$ cat config.mk
export PLATFORM = sky130hd
export DESIGN_NAME = ultrasonic_echo_ranger
export DESIGN_NICKNAME = d
export VERILOG_FILES = /design/src/sv/uer_pkg.sv /design/src/sv/uer_fifo.sv /design/src/sv/uer_front.sv /design/src/sv/uer_back.sv /design/src/sv/ultrasonic_echo_ranger.sv
export SDC_FILE = /design/constraint.sdc
export NUM_CORES = 2
export LEC_CHECK = 0
export BUFFER_PORTS_ARGS = -buffer_cell sky130_fd_sc_hd__buf_2
export CORE_UTILIZATION = 52
export CTS_BUF_LIST = sky130_fd_sc_hd__clkbuf_8
export DETAILED_ROUTE_END_ITERATION = 12
export PLACE_DENSITY = 0.75
export SKIP_CTS_REPAIR_TIMING = 1
export SLEW_MARGIN = 20
export SYNTH_ARGS = -nofsm -noshare
export SYNTH_HDL_FRONTEND = slang
export SYNTH_SLANG_ARGS = --single-unit
$ cat constraint.sdc
create_clock -name i_clk -period 8 [get_ports i_clk]
set_input_delay 0.8 -clock i_clk [delete_from_list [all_inputs] [get_ports i_clk]]
set_output_delay 0.8 -clock i_clk [all_outputs]
set_load 0.02 [all_outputs]
$ cat src/sv/uer_pkg.sv
`timescale 1ns / 1ps
package uer_pkg;

    localparam int COUNTER_BITS_DEF = 24;
    localparam int MID_DEPTH_DEF    = 2;
    localparam int OUT_DEPTH_DEF    = 4;

    localparam int RES_W     = 24;
    localparam int WRAP_W    = 32;
    localparam int TRIG_W    = 16;
    localparam int SCALE_W   = 16;
    localparam int CFG_IDX_W = 2;
    localparam int CFG_DAT_W = 24;

    localparam logic [RES_W-1:0] MAX24 = '1;

    localparam logic [CFG_IDX_W-1:0] CFG_TRIGGER = 2'd0;
    localparam logic [CFG_IDX_W-1:0] CFG_TIMEOUT = 2'd1;
    localparam logic [CFG_IDX_W-1:0] CFG_SCALE   = 2'd2;

    localparam logic [TRIG_W-1:0]  TRIGGER_RST = 16'd80;
    localparam logic [RES_W-1:0]   TIMEOUT_RST = 24'd320000;
    localparam logic [SCALE_W-1:0] SCALE_RST   = 16'd17983;

    typedef enum logic [3:0] {
        PH_IDLE  = 4'b0001,
        PH_TRIG  = 4'b0010,
        PH_WAIT1 = 4'b0100,
        PH_WAIT2 = 4'b1000
    } t_phase;

    // per-item status handed from front to back
    typedef struct packed {
        logic trig;
        logic busy;
        logic done;
        logic tout;
        logic wrapped;
    } t_flags;

    localparam int FLAGS_W = $bits(t_flags);

endpackage

$ cat src/sv/uer_fifo.sv
`timescale 1ns / 1ps
module uer_fifo
    import uer_pkg::*;
#(
    parameter int WIDTH = 8,
    parameter int DEPTH = 2
) (
    input  logic             i_clk,
    input  logic             i_rst_n,
    input  logic             i_push,
    input  logic [WIDTH-1:0] i_data,
    output logic             o_full,
    input  logic             i_pop,
    output logic [WIDTH-1:0] o_data,
    output logic             o_empty
);
    localparam int AW = (DEPTH > 1) ? $clog2(DEPTH) : 1;
    localparam int CW = $clog2(DEPTH + 1);

    logic [WIDTH-1:0] r_mem [DEPTH];
    logic [AW-1:0]    r_wr, r_rd;
    logic [CW-1:0]    r_cnt;
    logic             do_push, do_pop;

    assign o_full  = (r_cnt == CW'(DEPTH));
    assign o_empty = (r_cnt == '0);
    assign do_push = i_push && !o_full;
    assign do_pop  = i_pop && !o_empty;
    assign o_data  = r_mem[r_rd];

    always_ff @(posedge i_clk) begin
        if (do_push) begin
            r_mem[r_wr] <= i_data;
        end
    end

    always_ff @(posedge i_clk) begin
        if (!i_rst_n) begin
            r_wr  <= '0;
            r_rd  <= '0;
            r_cnt <= '0;
        end else begin
            if (do_push) begin
                r_wr <= (r_wr == AW'(DEPTH - 1)) ? '0 : r_wr + AW'(1);
            end
            if (do_pop) begin
                r_rd <= (r_rd == AW'(DEPTH - 1)) ? '0 : r_rd + AW'(1);
            end
            if (do_push && !do_pop) begin
                r_cnt <= r_cnt + CW'(1);
            end else if (do_pop && !do_push) begin
                r_cnt <= r_cnt - CW'(1);
            end
        end
    end
endmodule

$ cat src/sv/uer_front.sv
`timescale 1ns / 1ps
module uer_front
    import uer_pkg::*;
#(
    parameter int COUNTER_BITS = COUNTER_BITS_DEF
) (
    input  logic                    i_clk,
    input  logic                    i_rst_n,
    input  logic                    i_accept,
    input  logic                    i_func,
    input  logic                    i_echo,
    input  logic [TRIG_W-1:0]       i_trigger_ticks,
    input  logic [RES_W-1:0]        i_timeout_ticks,
    output t_flags                  o_flags,
    output logic [COUNTER_BITS-1:0] o_pulse,
    output logic [WRAP_W-1:0]       o_wrap_total
);
    localparam int CB = COUNTER_BITS;

    t_phase            r_phase, n_phase;
    logic [CB-1:0]     r_counter, n_counter;
    logic [CB-1:0]     r_start, n_start;
    logic [RES_W-1:0]  r_ticks, n_ticks;
    logic [WRAP_W-1:0] r_wrap, n_wrap;
    logic              r_last_echo;
    logic [RES_W-1:0]  ticks_inc;
    logic              echo_edge;

    always_comb begin
        n_phase   = r_phase;
        n_counter = r_counter;
        n_start   = r_start;
        n_ticks   = r_ticks;
        n_wrap    = r_wrap;
        o_flags   = '0;
        o_pulse   = '0;
        echo_edge = i_echo ^ r_last_echo;
        ticks_inc = (r_phase != PH_IDLE && r_ticks != MAX24) ? r_ticks + RES_W'(1) : r_ticks;

        if (i_func) begin
            n_phase = PH_TRIG;
            n_ticks = '0;
        end else begin
            n_counter = r_counter - CB'(1);
            n_ticks   = ticks_inc;
            case (r_phase)
                PH_TRIG: begin
                    if (ticks_inc >= RES_W'(i_trigger_ticks)) begin
                        n_phase = PH_WAIT1;
                    end
                end
                PH_WAIT1: begin
                    if (echo_edge) begin
                        n_start = r_counter;
                        n_phase = PH_WAIT2;
                    end else if (ticks_inc >= i_timeout_ticks) begin
                        o_flags.tout = 1'b1;
                        n_phase      = PH_IDLE;
                    end
                end
                PH_WAIT2: begin
                    if (echo_edge) begin
                        // the echo edge in this phase closes the pulse; captured value is pre-decrement
                        o_pulse         = r_start - r_counter;
                        o_flags.wrapped = (r_start < r_counter);
                        if (r_start < r_counter) begin
                            n_wrap = r_wrap + WRAP_W'(1);
                        end
                        o_flags.done = 1'b1;
                        n_phase      = PH_IDLE;
                    end else if (ticks_inc >= i_timeout_ticks) begin
                        o_flags.tout = 1'b1;
                        n_phase      = PH_IDLE;
                    end
                end
                default: begin
                end
            endcase
        end
        o_flags.trig = (n_phase == PH_TRIG);
        o_flags.busy = (n_phase != PH_IDLE);
        o_wrap_total = n_wrap;
    end

    always_ff @(posedge i_clk) begin
        if (!i_rst_n) begin
            r_phase     <= PH_IDLE;
            r_counter   <= '1;
            r_start     <= '0;
            r_ticks     <= '0;
            r_wrap      <= '0;
            r_last_echo <= 1'b0;
        end else if (i_accept) begin
            r_phase     <= n_phase;
            r_counter   <= n_counter;
            r_start     <= n_start;
            r_ticks     <= n_ticks;
            r_wrap      <= n_wrap;
            r_last_echo <= i_echo;
        end
    end
endmodule

$ cat src/sv/uer_back.sv
`timescale 1ns / 1ps
module uer_back
    import uer_pkg::*;
#(
    parameter int COUNTER_BITS = COUNTER_BITS_DEF
) (
    input  logic                    i_clk,
    input  logic                    i_rst_n,
    input  logic                    i_mid_empty,
    input  t_flags                  i_mid_flags,
    input  logic [COUNTER_BITS-1:0] i_mid_pulse,
    input  logic [WRAP_W-1:0]       i_mid_wrap,
    output logic                    o_mid_pop,
    input  logic [SCALE_W-1:0]      i_scale,
    input  logic                    i_out_full,
    output logic                    o_out_push,
    output t_flags                  o_out_flags,
    output logic [RES_W-1:0]        o_out_pulse,
    output logic [RES_W-1:0]        o_out_dist,
    output logic [WRAP_W-1:0]       o_out_wrap
);
    localparam int CB  = COUNTER_BITS;
    localparam int PRW = CB + SCALE_W;
    localparam int XW  = (CB > RES_W) ? CB : RES_W;

    logic              r_sv;
    t_flags            r_flags;
    logic [CB-1:0]     r_pulse;
    logic [WRAP_W-1:0] r_wrap;
    logic [PRW-1:0]    r_prod;
    logic              advance;
    logic [XW-1:0]     pulse_x, dist_x;

    assign advance    = !r_sv || !i_out_full;
    assign o_mid_pop  = advance && !i_mid_empty;
    assign o_out_push = r_sv && !i_out_full;

    always_ff @(posedge i_clk) begin
        if (!i_rst_n) begin
            r_sv <= 1'b0;
        end else if (advance) begin
            r_sv <= !i_mid_empty;
        end
    end

    // product registered before saturation
    always_ff @(posedge i_clk) begin
        if (o_mid_pop) begin
            r_flags <= i_mid_flags;
            r_pulse <= i_mid_pulse;
            r_wrap  <= i_mid_wrap;
            r_prod  <= PRW'(i_mid_pulse) * PRW'(i_scale);
        end
    end

    assign pulse_x     = XW'(r_pulse);
    assign dist_x      = XW'(r_prod[PRW-1:SCALE_W]);
    assign o_out_pulse = (pulse_x > XW'(MAX24)) ? MAX24 : pulse_x[RES_W-1:0];
    assign o_out_dist  = (dist_x > XW'(MAX24)) ? MAX24 : dist_x[RES_W-1:0];
    assign o_out_flags = r_flags;
    assign o_out_wrap  = r_wrap;
endmodule

$ cat src/sv/ultrasonic_echo_ranger.sv
`timescale 1ns / 1ps
// ping-echo ranger: start items raise the trigger, tick items run the echo timing
// throughput: one item per cycle while the middle queue has room; the front updates its state for each taken item
// path: an item's front update goes through the middle queue and the registered
// multiply stage into the output queue; queues let either side stall on its own
// reset (synchronous, active low): idle, counter all ones, registers at defaults
module ultrasonic_echo_ranger
    import uer_pkg::*;
#(
    parameter int COUNTER_BITS = COUNTER_BITS_DEF,
    parameter int MID_DEPTH    = MID_DEPTH_DEF,
    parameter int OUT_DEPTH    = OUT_DEPTH_DEF
) (
    input  logic                 i_clk,
    input  logic                 i_rst_n,
    // item input queue side
    input  logic                 push,
    output logic                 full,
    input  logic                 i_func,
    input  logic                 i_echo,
    // result queue side
    output logic                 empty,
    input  logic                 pop,
    output logic                 o_trigger_level,
    output logic                 o_busy_res,
    output logic                 o_done_res,
    output logic                 o_timed_out,
    output logic [RES_W-1:0]     o_pulse_ticks,
    output logic [RES_W-1:0]     o_distance_q8,
    output logic                 o_wrapped,
    output logic [WRAP_W-1:0]    o_wrap_total,
    // configuration writes
    input  logic                 i_cfg_valid,
    output logic                 o_cfg_ready,
    input  logic [CFG_IDX_W-1:0] i_cfg_index,
    input  logic [CFG_DAT_W-1:0] i_cfg_data
);
    localparam int MID_W = FLAGS_W + COUNTER_BITS + WRAP_W;
    localparam int OUT_W = FLAGS_W + RES_W + RES_W + WRAP_W;

    // configuration registers
    logic [TRIG_W-1:0]  r_trigger_ticks;
    logic [RES_W-1:0]   r_timeout_ticks;
    logic [SCALE_W-1:0] r_scale;
    logic               cfg_wr;

    // front to queue
    logic                    accept;
    t_flags                  front_flags;
    logic [COUNTER_BITS-1:0] front_pulse;
    logic [WRAP_W-1:0]       front_wrap;

    // queue to back
    logic                    mid_full, mid_empty, mid_pop;
    logic [MID_W-1:0]        mid_data;
    t_flags                  mid_flags;
    logic [COUNTER_BITS-1:0] mid_pulse;
    logic [WRAP_W-1:0]       mid_wrap;

    // back to result queue
    logic              out_full, out_push;
    t_flags            back_flags;
    logic [RES_W-1:0]  back_pulse, back_dist;
    logic [WRAP_W-1:0] back_wrap;
    logic [OUT_W-1:0]  out_data;
    t_flags            out_flags;

    assign o_cfg_ready = 1'b1;
    assign cfg_wr      = i_cfg_valid && o_cfg_ready;

    always_ff @(posedge i_clk) begin
        if (!i_rst_n) begin
            r_trigger_ticks <= TRIGGER_RST;
            r_timeout_ticks <= TIMEOUT_RST;
            r_scale         <= SCALE_RST;
        end else if (cfg_wr) begin
            case (i_cfg_index)
                CFG_TRIGGER: r_trigger_ticks <= i_cfg_data[TRIG_W-1:0];
                CFG_TIMEOUT: r_timeout_ticks <= i_cfg_data[RES_W-1:0];
                CFG_SCALE:   r_scale         <= i_cfg_data[SCALE_W-1:0];
                default: begin
                    // writes past the register list are dropped
                end
            endcase
        end
    end

    // an item is taken whenever the middle queue has room
    assign full   = mid_full;
    assign accept = push && !mid_full;

    uer_front #(
        .COUNTER_BITS(COUNTER_BITS)
    ) u_front (
        .i_clk          (i_clk),
        .i_rst_n        (i_rst_n),
        .i_accept       (accept),
        .i_func         (i_func),
        .i_echo         (i_echo),
        .i_trigger_ticks(r_trigger_ticks),
        .i_timeout_ticks(r_timeout_ticks),
        .o_flags        (front_flags),
        .o_pulse        (front_pulse),
        .o_wrap_total   (front_wrap)
    );

    uer_fifo #(
        .WIDTH(MID_W),
        .DEPTH(MID_DEPTH)
    ) u_mid_q (
        .i_clk  (i_clk),
        .i_rst_n(i_rst_n),
        .i_push (accept),
        .i_data ({front_flags, front_pulse, front_wrap}),
        .o_full (mid_full),
        .i_pop  (mid_pop),
        .o_data (mid_data),
        .o_empty(mid_empty)
    );

    assign {mid_flags, mid_pulse, mid_wrap} = mid_data;

    uer_back #(
        .COUNTER_BITS(COUNTER_BITS)
    ) u_back (
        .i_clk      (i_clk),
        .i_rst_n    (i_rst_n),
        .i_mid_empty(mid_empty),
        .i_mid_flags(mid_flags),
        .i_mid_pulse(mid_pulse),
        .i_mid_wrap (mid_wrap),
        .o_mid_pop  (mid_pop),
        .i_scale    (r_scale),
        .i_out_full (out_full),
        .o_out_push (out_push),
        .o_out_flags(back_flags),
        .o_out_pulse(back_pulse),
        .o_out_dist (back_dist),
        .o_out_wrap (back_wrap)
    );

    uer_fifo #(
        .WIDTH(OUT_W),
        .DEPTH(OUT_DEPTH)
    ) u_out_q (
        .i_clk  (i_clk),
        .i_rst_n(i_rst_n),
        .i_push (out_push),
        .i_data ({back_flags, back_pulse, back_dist, back_wrap}),
        .o_full (out_full),
        .i_pop  (pop),
        .o_data (out_data),
        .o_empty(empty)
    );

    assign {out_flags, o_pulse_ticks, o_distance_q8, o_wrap_total} = out_data;
    assign o_trigger_level = out_flags.trig;
    assign o_busy_res      = out_flags.busy;
    assign o_done_res      = out_flags.done;
    assign o_timed_out     = out_flags.tout;
    assign o_wrapped       = out_flags.wrapped;

    // a start always leaves the front in the trigger phase with nothing finished
    a_start_trig: assert property (@(posedge i_clk) disable iff (!i_rst_n)
        (accept && i_func) |-> (front_flags.trig && front_flags.busy
                                && !front_flags.done && !front_flags.tout))
        else $error("start item did not enter trigger phase");

    // a finished or abandoned measurement leaves the block idle
    a_end_idle: assert property (@(posedge i_clk) disable iff (!i_rst_n)
        (!empty && (o_done_res || o_timed_out)) |-> (!o_busy_res && !o_trigger_level
                                                     && !(o_done_res && o_timed_out)))
        else $error("done or timeout with measurement still busy");

    // result fields stay zero unless a pulse was measured
    a_zero_fields: assert property (@(posedge i_clk) disable iff (!i_rst_n)
        (!empty && !o_done_res) |-> (o_pulse_ticks == '0 && o_distance_q8 == '0
                                     && !o_wrapped))
        else $error("pulse fields set without done");

    // the back stage only takes an item the queue actually holds
    a_mid_pop: assert property (@(posedge i_clk) disable iff (!i_rst_n)
        mid_pop |-> !mid_empty)
        else $error("middle queue popped while empty");
endmodule
---- Word-level counts from Yosys, hierarchy flattened ----
Memory sizes are Yosys's and may differ from the RTL's. A register that Yosys moved wholly into a read port is not among the register bits.
Index checks and enable logic that the tools add are counted.
Widths: inputs -> output; s select.
word-level totals
  bits of input ports ..................... 33
  output and inout bits ................... 88
  flip-flop bits (word level) ............. 278
  memories ................................ 2
  bits in writable memories ............... 462
  word-level logic and storage cells ...... 133
memory list
  memory         depth  width  read ports  clocked after Yosys merged registers in  write ports  RTL line        RTL
  u_out_q.r_mem  4      85     1           1                                        1            uer_fifo.sv:20  logic [WIDTH-1:0] r_mem [DEPTH];
  u_mid_q.r_mem  2      61     1           1                                        1            uer_fifo.sv:20
operators by class
  equality and inequality tests ........... 13
  multiplexer cells ....................... 41
  bitwise gates (word level) .............. 2
  multiply operators ...................... 1
  reductions and logical operators ........ 33
  add/sub/neg operators ................... 12
  $lt $le $gt $ge ......................... 5
operators with widths
  cell                   count
  $mux 24                7
  $mux 32                4
  $gt 24x24->1 const B   2
  $mul 24x16->40         1
  $add 32x1->32 const B  1
  $add 24x1->24 const B  1
  $ge 24x16->1           1
  $ge 24x24->1           1
  $lt 24x24->1           1
  $ne 24x24->1 const B   1
  $sub 24x1->24 const B  1
  $sub 24x24->24         1
  $mux 4                 5
  $mux 1                 15
  $logic_and 1x1->1      12
  $mux 2                 6
  $pmux 4 s3             1
  $logic_not 1->1        9
  $mux 3                 3
  $eq 2x2->1 const B     4
  $eq 4x2->1 const B     2
  $ne 4x1->1 const B     2
  $reduce_and 2->1       4
  $add 2x1->2 const B    3
  other kinds (16)       19

---- Logic depth before layout (Yosys ltp) ----
  depth in word-level cells ............... 9
  depth in mapped cells ................... 26
  depth with buffers taken out ............ 23

---- Cells and area by module ----
Synthesis repeated with hierarchy kept, for this count alone.
unflattened totals
  cells, all modules ...................... 3603
  area, all modules ....................... 42981.2 um2
by module, submodules not included
  module                  instances  cells each  sequential area each (um2)  area each (um2)
  uer_back                1          1549        2572.5                      14986.9
  uer_fifo at u_out_q     1          495         10390.0                     12793.5
  uer_front               1          1114        2182.1                      8316.7
  uer_fifo at u_mid_q     1          215         3763.6                      4619.4
  ultrasonic_echo_ranger  1          230         1121.1                      2264.7

---- Worst setup path after synthesis ----
Ideal clock, no wire load.
  kind .................................... flip-flop to flip-flop
  start ................................... reg (tool-made name)
  end ..................................... reg u_back.r_prod[30] (data pin)
  data arrival time ....................... 6844 ps
  library setup time ...................... 195 ps
  path buffers ............................ 4
  clock period less this slack ............ 7039 ps
  stages on the path, launching flop included .. 26
  required time ........................... 7805 ps
  setup slack ............................. 961 ps
  cells stage by stage .................... dfxtp_1 buf_2 buf_1 mux2_2 clkbuf_1 and2_1 fa_1 inv_1 fa_1 inv_1 fa_1 fa_1 fa_1 inv_1 fa_1 inv_1 ha_1 clkbuf_1 a211oi_1 o21bai_1 or2_2 and3_1 a21oi_1 o21ai_0 a2111o_1 o311ai_0
RTL lines
  element               RTL line        RTL
  end signal, assigned  uer_back.sv:52  r_prod <= PRW'(i_mid_pulse) * PRW'(i_scale);
  end, declared         uer_back.sv:30  logic [PRW-1:0] r_prod;

==> impl_metrics.csv <==
group,metric,value,unit
run_status,outcome,"finished, final reports clean",
floorplanning,core_area,0.0804,mm^2
grt,grt_usage,0.221,
grt,grt_pass1_wl,144,mm
grt,grt_pass1_vias,27059,
floorplanning,io_pins,121,
grt,antenna_found_initial,1,
synthesis,synth_area,0.0422,mm^2
critical_path,worstPathMaxFanout,23,
grt,overflow,0,
critical_path,setup.worst_path.class,"flip-flop to flip-flop",
flow_run,drv_cap,0,
sta,fin_skew,0.0684,ns
place,dp_hpwl,62.9,mm
sta,relSlewSlack,0.266,
synthesis,ys.flop_type,"edfxtp_1",
detailed_routing,dr.pass1.iters,6,
place,place.gp.congestion,0.911,
cts,cts_tree,"yes",
finish,drive_gt1_frac,0.135,
worst_hold_path,hold_path.class,"input port to flip-flop",
cts,numCtsBuffers,115,
sta,final.min_clock_period,7.50,ns
finish,fin_nets,4187,
cts,htree_levels,3,
cts,cts.path.max_buffers,3,
detailed_routing,avgRoutedWirePerCell,18.4,um
synthesis,synth-seq-cells,727,
synthesis,synth_async_sr_flop_share,0,
floorplanning,rows,104,
synthesis,syn-instance-count,3595,
cts,clock-root-buffer,"clkbuf_8",
synthesis,ys_warn_count,0,
sta,fin_crit_sh,0.938,
synthesis,yosysSeqAreaShare,0.475,
detailed_routing,dr_total_vias,26574,
critical_path,arrival,8.00,ns
synthesis,avgSynthCellArea,11.7,um^2
finish,fillers,6495,
sta,fin_setup_tns,0,ns
sta,worstMarginPinSlew,1.10,ns
synthesis,yosysUniqueCellTypes,82,
sta,hold_viol,0,
floorplanning,initial_core_util,0.525,
cts,clk_pin_slew,0.06,ns
detailed_routing,drcViolationCount,0,
grt,grt_max_degree,79,
cts,cts_sinks,727,
finish,layout_commonest_cell,"edfxtp_1",
critical_path,cp.required,8.50,ns
sta,clock.fmax,133,MHz
critical_path,cp-end-kind,"flip-flop",
synthesis,synthesis.nets,4118,
finish,ff_latch_area,0.0200,mm^2
detailed_routing,antenna_left,0,
floorplanning,die_w,287,um
floorplanning,die_h,287,um
sta,setup_viol,0,
floorplanning,dieArea,0.0823,mm^2
detailed_routing,vias_per_cell,5.50,
sta,rsz0062_at_grt,"false",
synthesis,synth-edff-count,547,
finish,multi_input_area,0.0197,mm^2
place,port_buffers,119,
critical_path,start_kind,"flip-flop",
finish,final_cell_mix,"edfxtp_1 (547), nand2_1 (497), inv_1 (478)",
detailed_routing,drt_wl_total,89.0,mm
sta,maxSlewViolCount,0,
finish,area_delta_synth_final,9.23,%
detailed_routing,initialDrtViolationCount,1983,
cts,worstSkewPairLatency,0.78,ns
[path summary, 6_finish.rpt]
path                            start                  end  slack (ns)  depth (start not counted)
setup / recovery            flip-flop    u_back.r_prod[30]        0.50                         22
hold / removal         i_cfg_data[22]  r_timeout_ticks[22]        0.27                          3
setup reg to reg            flip-flop    u_back.r_prod[30]        0.50                         22
hold reg to reg   r_timeout_ticks[20]  r_timeout_ticks[20]        0.46                          2
[worst max-delay path, stage by stage, from the launching register on]
cell and delay (ns):
dfxtp_2 0.65, mux2_2 0.57, and2_1 0.25, fa_1 0.54
inv_1 0.05, fa_1 0.45, fa_1 0.51, inv_1 0.05
fa_1 0.48, fa_1 0.51, inv_1 0.06, fa_1 0.53
inv_1 0.05, ha_1 0.40, a211oi_1 0.33, o21bai_1 0.18
or2_2 0.33, and3_1 0.18, a21oi_1 0.15, buf_4 0.17
o21ai_0 0.18, a2111o_1 0.46, o311ai_0 0.13
[metal layers]
| layer | track usage | vias up | wire length [um] |
|---|---|---|---|
| met4 | 0.0626 | 0 | 1680 |
| met2 | 0.357 | 848 | 42500 |
| li1 | - | 12332 | - |
| met1 | 0.310 | 13258 | 39400 |
| met3 | 0.0337 | 136 | 5480 |
| met5 | 0 | - | 0 |
[cells by family after synthesis]
logic type / Yosys count / share of synthesized area
xor gates and xnor gates: 117 / 0.0245
muxes: 157 / 0.0643
AOI/OAI and AO/OA: 397 / 0.0599
and+or+nand+nor: 1054 / 0.118
DFF: 727 / 0.475
other: 1 / 0.0000889
adders and majority gates: 490 / 0.200
buffers and inverters: 652 / 0.0587
[layout make-up]
type	count	area share
antenna	4	0.000217
clock buffer	128	0.0382
clock inverter	89	0.0139
inverter	444	0.0362
multi-input combinational	2216	0.428
sequential	727	0.435
tap	1060	0.0288
timing repair buffer	160	0.0197
[flip-flops by register name, summed over array words and instances, names as in the netlist, named ones only]
name                 count
u_back.r_prod           24
u_front.r_start         24
u_back.r_sv              1
u_out_q.r_rd             2
u_mid_q.r_rd             1
r_trigger_ticks         16
u_out_q.r_mem          340
u_out_q.r_cnt            3
u_back.o_out_flags       5
u_back.pulse_x          24
u_back.o_out_wrap       32
u_front.r_wrap          32
r_timeout_ticks         24
u_front.r_ticks         24
u_mid_q.r_cnt            2
u_out_q.r_wr             2
u_front.r_last_echo      1
u_mid_q.r_mem          122
u_front.r_counter       24
u_front.r_phase          4
r_scale                 16
u_mid_q.r_wr             1
[synth_stat cells (48+ instances only)]
cell      instances  share of area
edfxtp_1        547           0.39
nand2_1         497          0.044
inv_1           442          0.039
fa_1            307           0.15
ha_1            183          0.054
dfxtp_1         180          0.085
clkbuf_1        176          0.016
and2_1          165          0.024
a21oi_1         152          0.018
nor2_1          141          0.013
mux4_2           85          0.045
o21ai_0          75         0.0089
xnor2_1          68          0.014
mux2_2           62          0.017
nand3_1          54         0.0064
xor2_1           48          0.010
[per-stage QoR]
stage / worst slack [ns] / utilization / instance area (um^2) / instances / hold WS [ns]
6_report: 0.500 / 0.573 / 46100 / 4828 / 0.273
2_1_floorplan: 0.961 / - / 42200 / 3595 / 0.432
3_3_place_gp: 0.525 / 0.543 / 43700 / 4606 / 0.441
5_1_grt: 0.0297 / 0.573 / 46100 / 4828 / 0.227
3_5_place_dp: 0.357 / 0.543 / 43700 / 4606 / 0.448
4_1_cts: 0.284 / 0.573 / 46100 / 4823 / 0.222
Power is not shown: default switching activity piles up to over one toggle a cycle in this logic, so the estimate is an artifact.
